### src/sv/stkt_pkg.sv
// Package for the sorted time key table: sizes, codes, entry layout and key function.
// Used by sorted_time_key_table_top and stkt_checker; depends on nothing.
package stkt_pkg;

  localparam int CAPACITY   = 16;
  localparam int IDX_W      = (CAPACITY > 1) ? $clog2(CAPACITY) : 1;
  localparam int CNT_W      = $clog2(CAPACITY + 1);
  localparam int ENTRY_W    = 43;
  localparam int COUNT_W    = 5;
  localparam int KEY_W      = 32;
  localparam int IN_DATA_W  = 48;
  localparam int OUT_DATA_W = 48;
  localparam int IN_USER_W  = 2;
  localparam int OUT_USER_W = 3;

  localparam logic [IN_USER_W-1:0] OP_ADD    = 2'd0;
  localparam logic [IN_USER_W-1:0] OP_REMOVE = 2'd1;
  localparam logic [IN_USER_W-1:0] OP_LIST   = 2'd2;

  localparam logic [OUT_USER_W-1:0] ST_DONE         = 3'd0;
  localparam logic [OUT_USER_W-1:0] ST_FULL         = 3'd1;
  localparam logic [OUT_USER_W-1:0] ST_NONE_REMOVED = 3'd2;
  localparam logic [OUT_USER_W-1:0] ST_LISTED       = 3'd3;
  localparam logic [OUT_USER_W-1:0] ST_EMPTY        = 3'd4;

  // first member in the highest bits, so year sits at bit 0
  typedef struct packed {
    logic [5:0]  end_minute;
    logic [4:0]  end_hour;
    logic [5:0]  start_minute;
    logic [4:0]  start_hour;
    logic [4:0]  day;
    logic [3:0]  month;
    logic [11:0] year;
  } entry_t;

  function automatic logic [KEY_W-1:0] key_of(entry_t e);
    logic [10:0] mins;
    mins = 11'(e.start_hour) * 11'd60 + 11'(e.start_minute);
    return {e.year, e.month, e.day, mins};
  endfunction

endpackage

### src/sv/sorted_time_key_table_top.sv
// Sorted time key table: top level with sequencer, entry store and shared key comparator.
// Depends on stkt_pkg.
//
// Holds up to CAPACITY entries in ascending order of (year, month, day, start minutes).
// One operation is taken at a time; in_tready is high only while the block is idle.
// Every cycle reads one entry through a single read port and one key comparator, so:
// add shifts each larger entry up one slot, then writes the new one; remove walks
// all entries, packing kept ones down; list sends a beat per entry, stalled by out_tready.
// A finished result beat waits in the output register while the sequencer goes on.
module sorted_time_key_table_top (
  input  logic                                clk,
  input  logic                                rst_n,
  input  logic                                in_tvalid,
  output logic                                in_tready,
  // year, month, day, start_hour, start_minute, end_hour, end_minute, zero pad
  input  logic [stkt_pkg::IN_DATA_W-1:0]      in_tdata,
  // func
  input  logic [stkt_pkg::IN_USER_W-1:0]      in_tuser,
  output logic                                out_tvalid,
  input  logic                                out_tready,
  // out_year, out_month, out_day, out_start_hour, out_start_minute,
  // out_end_hour, out_end_minute, entry_count
  output logic [stkt_pkg::OUT_DATA_W-1:0]     out_tdata,
  // status
  output logic [stkt_pkg::OUT_USER_W-1:0]     out_tuser,
  output logic                                out_tlast
);

  typedef enum logic [1:0] {S_IDLE, S_ADD, S_REM, S_LIST} state_t;

  state_t                               state_r;
  stkt_pkg::entry_t                     entries_r [stkt_pkg::CAPACITY];
  logic [stkt_pkg::CNT_W-1:0]           fill_r;
  logic [stkt_pkg::CNT_W-1:0]           idx_r;
  logic [stkt_pkg::CNT_W-1:0]           kept_r;
  stkt_pkg::entry_t                     new_r;
  logic [stkt_pkg::KEY_W-1:0]           new_key_r;
  logic                                 out_valid_r;
  logic                                 out_valid_nxt;
  stkt_pkg::entry_t                     out_entry_r;
  logic [stkt_pkg::COUNT_W-1:0]         out_count_r;
  logic [stkt_pkg::OUT_USER_W-1:0]      out_status_r;
  logic                                 out_last_r;

  logic [stkt_pkg::IDX_W-1:0]           rd_addr;
  stkt_pkg::entry_t                     rd_entry;
  logic [stkt_pkg::KEY_W-1:0]           rd_key;
  logic                                 key_lt;
  logic                                 key_eq;
  logic                                 slot_free;
  stkt_pkg::entry_t                     in_entry;
  logic                                 list_last;

  assign in_entry   = stkt_pkg::entry_t'(in_tdata[stkt_pkg::ENTRY_W-1:0]);
  assign rd_addr    = (state_r == S_ADD) ? stkt_pkg::IDX_W'(idx_r - 1'b1)
                                         : idx_r[stkt_pkg::IDX_W-1:0];
  assign rd_entry   = entries_r[rd_addr];
  assign rd_key     = stkt_pkg::key_of(rd_entry);
  assign key_lt     = new_key_r < rd_key;
  assign key_eq     = new_key_r == rd_key;
  assign slot_free  = !out_valid_r || out_tready;
  assign list_last  = stkt_pkg::CNT_W'(idx_r + 1'b1) == fill_r;

  assign in_tready  = (state_r == S_IDLE);
  assign out_tvalid = out_valid_r;
  assign out_tdata  = {out_count_r, out_entry_r};
  assign out_tuser  = out_status_r;
  assign out_tlast  = out_last_r;

  always_comb begin
    out_valid_nxt = out_valid_r && !out_tready;
    unique case (state_r)
      S_ADD: begin
        if (slot_free && (fill_r >= stkt_pkg::CNT_W'(stkt_pkg::CAPACITY) ||
                          !(idx_r != '0 && key_lt))) begin
          out_valid_nxt = 1'b1;
        end
      end
      S_REM: begin
        if (slot_free && idx_r == fill_r) begin
          out_valid_nxt = 1'b1;
        end
      end
      S_LIST: begin
        if (slot_free) begin
          out_valid_nxt = 1'b1;
        end
      end
      default: begin
      end
    endcase
  end

  always_ff @(posedge clk) begin
    if (!rst_n) begin
      state_r     <= S_IDLE;
      fill_r      <= '0;
      idx_r       <= '0;
      kept_r      <= '0;
      out_valid_r <= 1'b0;
    end else begin
      out_valid_r <= out_valid_nxt;
      unique case (state_r)
        S_IDLE: begin
          if (in_tvalid) begin
            new_r     <= in_entry;
            new_key_r <= stkt_pkg::key_of(in_entry);
            kept_r    <= '0;
            unique case (in_tuser)
              stkt_pkg::OP_ADD: begin
                idx_r   <= fill_r;
                state_r <= S_ADD;
              end
              stkt_pkg::OP_REMOVE: begin
                idx_r   <= '0;
                state_r <= S_REM;
              end
              stkt_pkg::OP_LIST: begin
                idx_r   <= '0;
                state_r <= S_LIST;
              end
              default: state_r <= S_IDLE;
            endcase
          end
        end
        S_ADD: begin
          if (fill_r >= stkt_pkg::CNT_W'(stkt_pkg::CAPACITY)) begin
            if (slot_free) begin
              out_status_r <= stkt_pkg::ST_FULL;
              out_entry_r  <= '0;
              out_count_r  <= stkt_pkg::COUNT_W'(fill_r);
              out_last_r   <= 1'b1;
              state_r      <= S_IDLE;
            end
          end else if (idx_r != '0 && key_lt) begin
            entries_r[idx_r[stkt_pkg::IDX_W-1:0]] <= rd_entry;
            idx_r <= idx_r - 1'b1;
          end else if (slot_free) begin
            entries_r[idx_r[stkt_pkg::IDX_W-1:0]] <= new_r;
            fill_r       <= fill_r + 1'b1;
            out_status_r <= stkt_pkg::ST_DONE;
            out_entry_r  <= '0;
            out_count_r  <= stkt_pkg::COUNT_W'(fill_r + 1'b1);
            out_last_r   <= 1'b1;
            state_r      <= S_IDLE;
          end
        end
        S_REM: begin
          if (idx_r == fill_r) begin
            if (slot_free) begin
              fill_r       <= kept_r;
              out_status_r <= (kept_r != fill_r) ? stkt_pkg::ST_DONE
                                                 : stkt_pkg::ST_NONE_REMOVED;
              out_entry_r  <= '0;
              out_count_r  <= stkt_pkg::COUNT_W'(kept_r);
              out_last_r   <= 1'b1;
              state_r      <= S_IDLE;
            end
          end else begin
            if (!key_eq) begin
              entries_r[kept_r[stkt_pkg::IDX_W-1:0]] <= rd_entry;
              kept_r <= kept_r + 1'b1;
            end
            idx_r <= idx_r + 1'b1;
          end
        end
        S_LIST: begin
          if (slot_free) begin
            out_count_r <= stkt_pkg::COUNT_W'(fill_r);
            if (fill_r == '0) begin
              out_status_r <= stkt_pkg::ST_EMPTY;
              out_entry_r  <= '0;
              out_last_r   <= 1'b1;
              state_r      <= S_IDLE;
            end else begin
              out_status_r <= stkt_pkg::ST_LISTED;
              out_entry_r  <= rd_entry;
              out_last_r   <= list_last;
              idx_r        <= idx_r + 1'b1;
              if (list_last) begin
                state_r <= S_IDLE;
              end
            end
          end
        end
      endcase
    end
  end

endmodule

### config.mk
export PLATFORM = sky130hd
export DESIGN_NAME = sorted_time_key_table_top
export DESIGN_NICKNAME = d
export VERILOG_FILES = /design/src/sv/stkt_pkg.sv /design/src/sv/sorted_time_key_table_top.sv
export SDC_FILE = /design/constraint.sdc
export NUM_CORES = 1
export LEC_CHECK = 0
export BUFFER_PORTS_ARGS = -buffer_cell sky130_fd_sc_hd__buf_2
export CORE_ASPECT_RATIO = 0.5
export CORE_MARGIN = 2
export CORE_UTILIZATION = 25
export DETAILED_ROUTE_END_ITERATION = 7
export PLACE_DENSITY = 0.51
export SKIP_CTS_REPAIR_TIMING = 1
export SYNTH_ARGS = -nofsm -noshare
export SYNTH_HDL_FRONTEND = slang
export SYNTH_SLANG_ARGS = --single-unit
### constraint.sdc
create_clock -name clk -period 24.8 [get_ports clk]
set_clock_uncertainty 0.15 [all_clocks]
set_input_delay 1.24 -clock clk [delete_from_list [all_inputs] [get_ports clk]]
set_output_delay 1.24 -clock clk [all_outputs]
set_load 0.05 [all_outputs]
==> flow_summary_export.csv, run 1 <==
group,metric,value,unit
status,status,"completed",
critical_path,ff2ff_setup_slack,13.99,ns
place,io_buffers,102,
yosys,yosysUniqueCellTypes,62,
critical_path,path_max_fanout,42,
critical_path,r2r_cells,26,
critical_path,r2r_end,"entries_r[1][31]$_DFFE_PP_",
place,dp_hpwl,44300,um
sta,finalSetupTns,0,ns
pwr,p_leak,12.7,nW
detailed_routing,vias,16800,
detailed_routing,ant_nets,0,
critical_path,crit_path_start_kind,"flop",
yosys,syn_nets,1878,
finish,multi_input_area,9390,um^2
sta,worstMarginPinSlew,1.22,ns
clocking,cts_tree,"yes",
critical_path,cp_data_required_time,24.92,ns
job,cap_violations,0,
yosys,synth_flop_cell,"edfxtp_1",
floorplan,start_util,25.2,%
grt,antenna_found_initial,2,
yosys,yosysMostFrequentCell,"edfxtp_1",
finish,nets,2020,
clocking,cts_buffers,86,
pwr,ir_worst_vdd,119,uV
sta,fin_crit,10.81,ns
floorplan,die_x,525,um
pwr,p_sw_share,35.0,%
grt,grt_max_degree,53,
floorplan,ios,108,
sta,period_share,43.6,%
grt,grt_pass1_vias,17500,
yosys,syn_inst,1730,
yosys,synth_commonest_cells,"edfxtp_1 (792), mux4_2 (215), ha_1 (78)",
detailed_routing,drt_first_pass_iters,4,
sta,grt_setup_unrepaired,"false",
sta,finalSetupViolCount,0,
sta,clock.fmax,92.5,MHz
detailed_routing,wl,83300,um
sta,slew_headroom,16.8,%
clocking,clock-root-buffer,"clkbuf_16",
detailed_routing,vias_per_cell,4.51,
finish,final_util,29.4,%
grt,track_usage,11.9,%
finish,final_layout_size_suffix_gt1_share,28.4,%
yosys,ys_async_sr_fraction,0,%
pwr,comb_power_share,41.5,%
floorplan,row_count,95,
critical_path,worstReg2RegStart,"state_r[1]$_SDFFE_PN0P_",
sta,finalHoldViolations,0,
yosys,yosys_warnings,0,
grt,overflow,0,
floorplan,die_h,264,um
clocking,htree_levels,3,
hold_path,worstHoldStart,"state_r[0]$_SDFFE_PN0P_",
yosys,synth_edf_count,792,
detailed_routing,routedWlPerCell,22.3,um
detailed_routing,drc,0,
critical_path,path_class,"reg2reg",
pwr,intPower,3.49,mW
yosys,yosysSeqAreaShare,71.2,%
yosys,synth_area_leader_cell,"edfxtp_1",
yosys,synth-seq-cells,810,
yosys,syn_area_per_cell,19.6,um^2
floorplan,dieArea,139000,um^2
critical_path,critPathCaptureType,"flop",
pwr,power.share.clock,23.1,%
grt,grt_pass1_wl,122000,um
finish,area_growth,16.7,%
critical_path,arrival,10.93,ns
yosys,yosys.area.top_type_share,70.1,%
clocking,clk_path_buf_depth,3,
floorplan,coreArea,134000,um^2
pwr,power_density,136,nW/um^2
yosys,synth_area_leaders,"edfxtp_1 (70%), mux4_2 (14%), ha_1 (2.9%)",
finish,fillerInstances,13100,
sta,slew_violations,0,
clocking,cts_sinks,810,
clocking,clk_pin_slew,0.06,ns
hold_path,hp-class,"reg2reg",
finish,seq_area,24100,um^2
clocking,clkLatencyLatePin,0.65,ns
hold_path,min_path_cells,2,
place,gp_congestion,0.792,
detailed_routing,drtIter0Drc,1459,
pwr,power_switching,1.88,mW
pwr,seqPwrFrac,35.4,%
yosys,syn_area,33900,um^2
hold_path,hold_path_end,"state_r[0]$_SDFFE_PN0P_",
==> power by group through the flow <==
stage	registers (mW)	logic, mW	clock network [mW]
after global routing	1.90	2.50	1.33
after global placement	1.93	2.25	0
after floorplan	1.95	1.64	0
after CTS	1.90	2.28	1.28
after detailed placement	1.93	2.27	0
final	1.90	2.23	1.24
==> layout by cell type, fill, tap and decap left out, types with 7 or more instances in the layout <==
master / instances
a211oi_1: 8
a21o_1: 8
a21oi_1: 36
a22oi_1: 8
and2_1: 19
buf_2: 102
buf_4: 38
clkbuf_1: 19
clkbuf_16: 87
clkinv_1: 19
clkinv_2: 17
dfxtp_1: 18
edfxtp_1: 792
fa_1: 16
ha_1: 78
inv_1: 74
mux2_2: 44
mux4_2: 215
nand2_1: 40
nand3_1: 28
nand4_1: 15
nor2_1: 55
nor2b_1: 7
nor3_1: 11
o21ai_0: 22
o22ai_4: 16
xnor2_1: 21
xor2_1: 21
==> cells by family after synthesis <==
group           synth area share (%)
compound gates                  2.86
xor+xnor                        1.16
fa+ha+maj                       3.82
buf+inv                         1.96
flops                           71.2
mux                             15.9
simple gates                    3.06
==> worst max-delay path: stages (launching register included) <==
cell and delay, ns:
dfxtp_1 0.33, inv_1 0.18, ha_1 0.38, xnor2_2 0.15, buf_4 0.48, buf_4 0.80
buf_4 0.68, mux4_2 0.60, mux4_2 0.60, inv_1 0.19, fa_1 0.44, inv_1 0.07
ha_1 0.23, ha_1 0.32, inv_1 0.06, o21bai_1 0.20, xor2_1 0.31, nand3_1 0.14
xor2_1 0.17, ha_1 0.29, nand4_1 0.23, nor3_1 0.35, nand3_1 0.24, nand3_1 0.78
a31oi_1 0.58, o22ai_4 0.67, buf_4 0.73
==> sequential cells by signal (all words and copies together) (netlist names) <==
register / flops
entries_r: 688
fill_r: 5
idx_r: 5
kept_r: 5
new_key_r: 11
new_r: 41
out_count_r: 5
out_tdata: 43
out_tlast: 1
out_tuser: 3
out_tvalid: 1
state_r: 2
==> layout make-up <==
cell class / count / area share [%]
inverter: 75 / 0.712
timing repair buffer: 140 / 2.01
clock buffer: 106 / 5.68
clock inverter: 49 / 1.17
antenna: 1 / 0.00632
sequential: 810 / 61.0
tap: 1794 / 5.67
multi-input combinational: 759 / 23.7
==> through the flow <==
step / power (mW) / setup WS [ns] / area (um^2) / hold slack [ns] / std cells
2_1_floorplan: 3.59 / 15.51 / 33900 / 0.336 / 1730
3_3_place_gp: 4.18 / 13.85 / 36900 / 0.365 / 3578
3_5_place_dp: 4.20 / 13.77 / 36900 / 0.370 / 3578
4_1_cts: 5.46 / 13.72 / 39600 / 0.380 / 3733
5_1_grt: 5.73 / 13.15 / 39600 / 0.417 / 3733
6_report: 5.37 / 13.99 / 39600 / 0.381 / 3734
==> layer usage <==
layer	track usage, %	share of wire [%]	wire, um	up-vias
li1	-	-	-	7329
met1	15.9	45	37100	9114
met2	20.4	50	41700	308
met3	1.69	3.7	3060	93
met4	2.55	1.7	1380	0
met5	0	0	0	-
==> worst max path at each step <==
stage	startpoint	to	slack, ns
3_3_place_gp	state_r[1]$_SDFFE_PN0P_	entries_r[1][31]$_DFFE_PP_	13.85
4_1_cts	state_r[1]$_SDFFE_PN0P_	entries_r[1][21]$_DFFE_PP_	13.72
3_5_place_dp	state_r[1]$_SDFFE_PN0P_	entries_r[1][31]$_DFFE_PP_	13.77
5_1_grt	state_r[1]$_SDFFE_PN0P_	entries_r[1][25]$_DFFE_PP_	13.15
2_1_floorplan	state_r[1]$_SDFFE_PN0P_	entries_r[14][0]$_DFFE_PP_	15.51
6_report	state_r[1]$_SDFFE_PN0P_	entries_r[1][31]$_DFFE_PP_	13.99
No activity file was read; power rests on OpenSTA's default activity.
==> inputs of run 2 (changes only) <==
--- a/config.mk
+++ b/config.mk
@@ -5,6 +5,7 @@
 export SDC_FILE = /design/constraint.sdc
 export NUM_CORES = 1
 export LEC_CHECK = 0
+export ABC_AREA = 1
 export BUFFER_PORTS_ARGS = -buffer_cell sky130_fd_sc_hd__buf_2
 export CORE_ASPECT_RATIO = 0.5
 export CORE_MARGIN = 2
==> constraint.sdc (replaced) <==
create_clock -name clk -period 10.4 [get_ports clk]
set_clock_uncertainty 0.15 [all_clocks]
set_input_delay 0.52 -clock clk [delete_from_list [all_inputs] [get_ports clk]]
set_output_delay 0.52 -clock clk [all_outputs]
set_load 0.05 [all_outputs]
==> flow_summary_export.csv, run 2 <==
group,metric,value,unit
detailed_routing,wl,94800,um
grt,grt_pass1_wl,142000,um
critical_path,cp_data_required_time,10.53,ns
floorplan,start_util,25.2,%
critical_path,path_max_fanout,40,
yosys,syn_area_per_cell,12.5,um^2
yosys,synth_area_leaders,"edfxtp_1 (67%), o211ai_1 (4.9%), o21ai_0 (3.3%)",
sta,finalSetupTns,0,ns
floorplan,dieArea,144000,um^2
sta,grt_setup_unrepaired,"false",
sta,setup_ws,1.69,ns
yosys,ys_async_sr_fraction,0,%
detailed_routing,routedWlPerCell,19.4,um
detailed_routing,vias,22600,
clocking,cts_tree,"yes",
grt,overflow,0,
clocking,clkLatencyLatePin,0.65,ns
finish,nets,3085,
sta,clock.fmax,115,MHz
place,dp_hpwl,52700,um
finish,fillerInstances,14200,
yosys,synth_edf_count,792,
yosys,synth_area_leader_cell,"edfxtp_1",
critical_path,timing.critical_path.buf_inv,10,
sta,finalHoldViolations,0,
clocking,clk_pin_slew,0.06,ns
detailed_routing,ant_nets,0,
sta,slew_headroom,23.4,%
hold_path,hold_path_end,"new_r[37]$_DFFE_PP_",
yosys,syn_area,35300,um^2
status,status,"completed",
critical_path,ff2ff_setup_slack,1.69,ns
critical_path,path_class,"reg2reg",
hold_path,hp-class,"in2reg",
place,io_buffers,102,
floorplan,die_h,270,um
floorplan,row_count,97,
clocking,cts_buffers,84,
hold_path,min_path_cells,1,
clocking,clk_path_buf_depth,3,
grt,grt_max_degree,127,
place,pre_cts_slack,1.71,ns
detailed_routing,drtIter0Drc,1767,
critical_path,arrival,8.83,ns
finish,area_growth,16.9,%
sta,slew_violations,0,
floorplan,coreArea,140000,um^2
finish,num_antenna_cells,0,
critical_path,critPathCaptureType,"flop",
yosys,synth_flop_cell,"edfxtp_1",
critical_path,startpoint,"state_r[1]$_SDFFE_PN0P_",
yosys,yosysSeqAreaShare,68.4,%
finish,largest_register_ffs,688,
critical_path,cp_slowest_cell,"ha_1",
sta,fin_crit,8.71,ns
critical_path,path_common_cell,"inv_1",
critical_path,crit_path_start_kind,"flop",
yosys,yosysMostFrequentCell,"edfxtp_1",
detailed_routing,vias_per_cell,4.63,
finish,seq_area,24100,um^2
finish,layout_common_cells,"edfxtp_1 (792), nor2_1 (284), nand2_1 (244)",
finish,final_common_cell,"edfxtp_1",
floorplan,die_x,535,um
critical_path,worstReg2RegStart,"state_r[1]$_SDFFE_PN0P_",
floorplan,ios,108,
yosys,syn_nets,2964,
critical_path,cp_slowest_stage_delay,0.57,ns
detailed_routing,drc,0,
critical_path,cpLargestDelayFamily,"adder cells",
yosys,synth-seq-cells,810,
job,cap_violations,0,
finish,final_area,41200,um^2
yosys,yosys_warnings,0,
clocking,htree_levels,3,
sta,finalSetupViolCount,0,
grt,antenna_found_initial,0,
yosys,yosys.area.top_type_share,67.4,%
yosys,yosysUniqueCellTypes,48,
grt,grt_pass1_vias,22100,
yosys,syn_inst,2816,
sta,worstMarginPinSlew,1.14,ns
place,placed_cell_area,38000,um^2
hold_path,worstHoldStart,"in_tdata[37]",
clocking,clock-root-buffer,"clkbuf_16",
sta,hold_ws,0.0562,ns
clocking,cts_sinks,810,
critical_path,r2r_end,"entries_r[6][2]$_DFFE_PP_",
finish,final_layout_size_suffix_gt1_share,13.1,%
yosys,synth_commonest_cells,"edfxtp_1 (792), nor2_1 (284), nand2_1 (246)",
grt,track_usage,12.8,%
detailed_routing,drt_first_pass_iters,5,
sta,period_share,83.7,%
critical_path,r2r_cells,33,
finish,multi_input_area,9460,um^2
place,gp_congestion,0.791,
==> run 2: cell families (layout without fill, tap and decap cells) <==
family / count (synthesis) / count (layout) / share of synthesized area, %
AND/OR/NAND/NOR: 713 / 713 / 8.65
XOR/XNOR: 37 / 37 / 0.940
flip-flops: 810 / 810 / 68.4
adder cells (fa/ha/maj): 94 / 94 / 3.67
AO/OA/AOI/OAI: 781 / 781 / 13.4
buffers and inverters: 381 / 570 / 4.93
==> run 2: worst max-delay path by stage <==
stage                                 endpoint  slack [ns]  cells past startpoint
floorplan           out_tdata[0]$_SDFFCE_PN0P_        1.50                     38
global placement     entries_r[4][1]$_DFFE_PP_        1.73                     38
detailed placement  entries_r[5][15]$_DFFE_PP_        1.71                     33
CTS                  entries_r[6][2]$_DFFE_PP_        1.65                     33
global route         entries_r[7][0]$_DFFE_PP_        1.01                     36
finish               entries_r[6][2]$_DFFE_PP_        1.69                     33
==> run 2: layout make-up <==
class                      instances  share of cell area [%]
clock inverter                    57                    1.69
tap                             1881                    5.71
sequential                       810                    58.5
clock buffer                      97                    5.32
multi-input combinational       1625                    22.9
timing repair buffer             202                    3.86
inverter                         214                    1.96
==> run 2: routing by layer <==
metal | up-vias | wire length [um] | global-route usage [%]
met2 | 546 | 44600 | 21.0
met1 | 11400 | 43800 | 17.6
met5 | - | 0 | 0
met4 | 0 | 2240 | 3.80
li1 | 10500 | - | -
met3 | 123 | 4130 | 1.88
==> run 2: metrics by stage <==
step	std cells	util [%]
global route	4886	29.5
detailed placement	4694	27.1
floorplan	2816	-
CTS	4848	29.2
global placement	4694	27.1
finish	4886	29.5
==> run 2: worst reg2reg max path, delay by kind of cell (launching register included) <==
kind,cells,cell delay (ns)
AOI/OAI and AO/OA,7,1.56
xor gates and xnor gates,1,0.12
adders and majority gates,6,2.66
buffers and inverters,10,2.00
DFF,1,0.34
and+or+nand+nor,9,1.52
Power of run 2 is not shown: default switching activity piles up to over one toggle a cycle in this logic, so the estimate is an artifact.
==> inputs of run 3 (changes only) <==
==> constraint.sdc (replaced) <==
create_clock -name clk -period 8.7 [get_ports clk]
set_clock_uncertainty 0.15 [all_clocks]
set_input_delay 0.435 -clock clk [delete_from_list [all_inputs] [get_ports clk]]
set_output_delay 0.435 -clock clk [all_outputs]
set_load 0.05 [all_outputs]
==> flow_summary_export.csv, run 3 (synthesized netlist as in run 2, its figures left out) <==
group,metric,value,unit
floorplan,start_util,25.2,%
sta,slew_headroom,34.3,%
grt,overflow,0,
place,pre_cts_slack,0.700,ns
floorplan,coreArea,140000,um^2
detailed_routing,vias_per_cell,4.56,
critical_path,cp_slowest_stage_delay,0.59,ns
critical_path,startpoint,"state_r[1]$_SDFFE_PN0P_",
detailed_routing,routedWlPerCell,19.0,um
floorplan,ios,108,
clocking,clk_pin_slew,0.06,ns
detailed_routing,drt_first_pass_iters,5,
sta,period_share,91.7,%
critical_path,worstReg2RegStart,"state_r[1]$_SDFFE_PN0P_",
sta,finalSetupTns,0,ns
sta,finalHoldViolations,0,
sta,worstMarginPinSlew,0.986,ns
sta,fin_crit,7.98,ns
clocking,cts_tree,"yes",
sta,slew_violations,0,
detailed_routing,wl,94100,um
place,dp_hpwl,55300,um
grt,grt_max_degree,96,
finish,final_common_cell,"edfxtp_1",
grt,grt_pass1_vias,21900,
floorplan,row_count,97,
clocking,htree_levels,3,
floorplan,die_x,535,um
detailed_routing,drtIter0Drc,1651,
sta,finalSetupViolCount,0,
critical_path,endpoint,"entries_r[4][18]$_DFFE_PP_",
critical_path,cp_data_required_time,8.85,ns
grt,track_usage,12.7,%
place,gp_congestion,0.786,
clocking,clock-root-buffer,"clkbuf_16",
critical_path,arrival,8.12,ns
critical_path,r2r_end,"entries_r[4][18]$_DFFE_PP_",
critical_path,critPathCaptureType,"flop",
grt,antenna_found_initial,1,
grt,grt_pass1_wl,141000,um
clocking,cts_sinks,810,
detailed_routing,ant_nets,0,
critical_path,crit_path_start_kind,"flop",
critical_path,cp_slowest_cell,"ha_1",
place,io_buffers,102,
floorplan,die_h,270,um
clocking,clk_path_buf_depth,3,
detailed_routing,drc,0,
finish,nets,3168,
detailed_routing,vias,22600,
floorplan,dieArea,144000,um^2
finish,final_util,30.0,%
hold_path,hp-class,"in2reg",
job,cap_violations,0,
sta,clock.fmax,125,MHz
sta,setup_ws,0.722,ns
finish,final_layout_size_suffix_gt1_share,15.1,%
finish,layout_common_cells,"edfxtp_1 (792), nor2_1 (284), nand2_1 (244)",
clocking,cts_buffers,86,
critical_path,ff2ff_setup_slack,0.72,ns
critical_path,r2r_cells,34,
finish,area_growth,19.1,%
status,status,"completed",
sta,grt_setup_unrepaired,"false",
critical_path,path_class,"reg2reg",
critical_path,path_max_fanout,19,
finish,largest_register_ffs,688,
finish,fillerInstances,14200,
clocking,clkLatencyLatePin,0.64,ns
run 3: how the worst min path moves through the flow:
| stage | from | endpoint | slack, ns | cells after the start |
|---|---|---|---|---|
| floorplan | idx_r[4]$_SDFFE_PN0P_ | idx_r[4]$_SDFFE_PN0P_ | 0.33 | 2 |
| global placement | idx_r[4]$_SDFFE_PN0P_ | idx_r[4]$_SDFFE_PN0P_ | 0.37 | 2 |
| detailed placement | idx_r[4]$_SDFFE_PN0P_ | idx_r[4]$_SDFFE_PN0P_ | 0.38 | 2 |
| CTS | in_tdata[26] | new_r[26]$_DFFE_PP_ | -0.22 | 1 |
| global route | rst_n | fill_r[1]$_SDFFE_PN0P_ | 0.08 | 3 |
| finish | rst_n | fill_r[1]$_SDFFE_PN0P_ | 0.09 | 3 |
run 3: critical path, delay by kind of cell, from the launching register on:
family	cells	cell delay [ns]
compound gates	7	1.52
buf+inv	9	0.99
simple gates	11	1.77
flops	1	0.33
xor+xnor	1	0.12
fa+ha+maj	6	2.70
run 3: area by class of cell:
type / count / area [um^2] / share of cell area, %
inverters: 214 / 808 / 1.92
clock inverters: 43 / 382 / 0.908
well taps: 1881 / 2350 / 5.60
repair buffers: 283 / 2590 / 6.16
multi-input cells: 1625 / 9460 / 22.5
clock buffers: 105 / 2300 / 5.46
diodes: 1 / 2.50 / 0.00595
flip-flops and latches: 810 / 24100 / 57.4
run 3: per-stage QoR:
step           instance area [um^2]  hold WS (ns)  instances
3_3_place_gp                  38900         0.373       4770
4_1_cts                       41600        -0.220       4918
3_5_place_dp                  38900         0.376       4770
5_1_grt                       42000        0.0804       4962
6_report                      42000        0.0930       4962
2_1_floorplan                 35300         0.335       2816
run 3: per-layer routing:
metal	up-vias	GRT usage (%)	wire (um)
met2	492	20.7	44200
li1	10700	-	-
met3	129	1.83	4040
met5	-	0	0
met4	0	3.85	2460
met1	11400	17.6	43400
Power of run 3 is left out for the same reason.
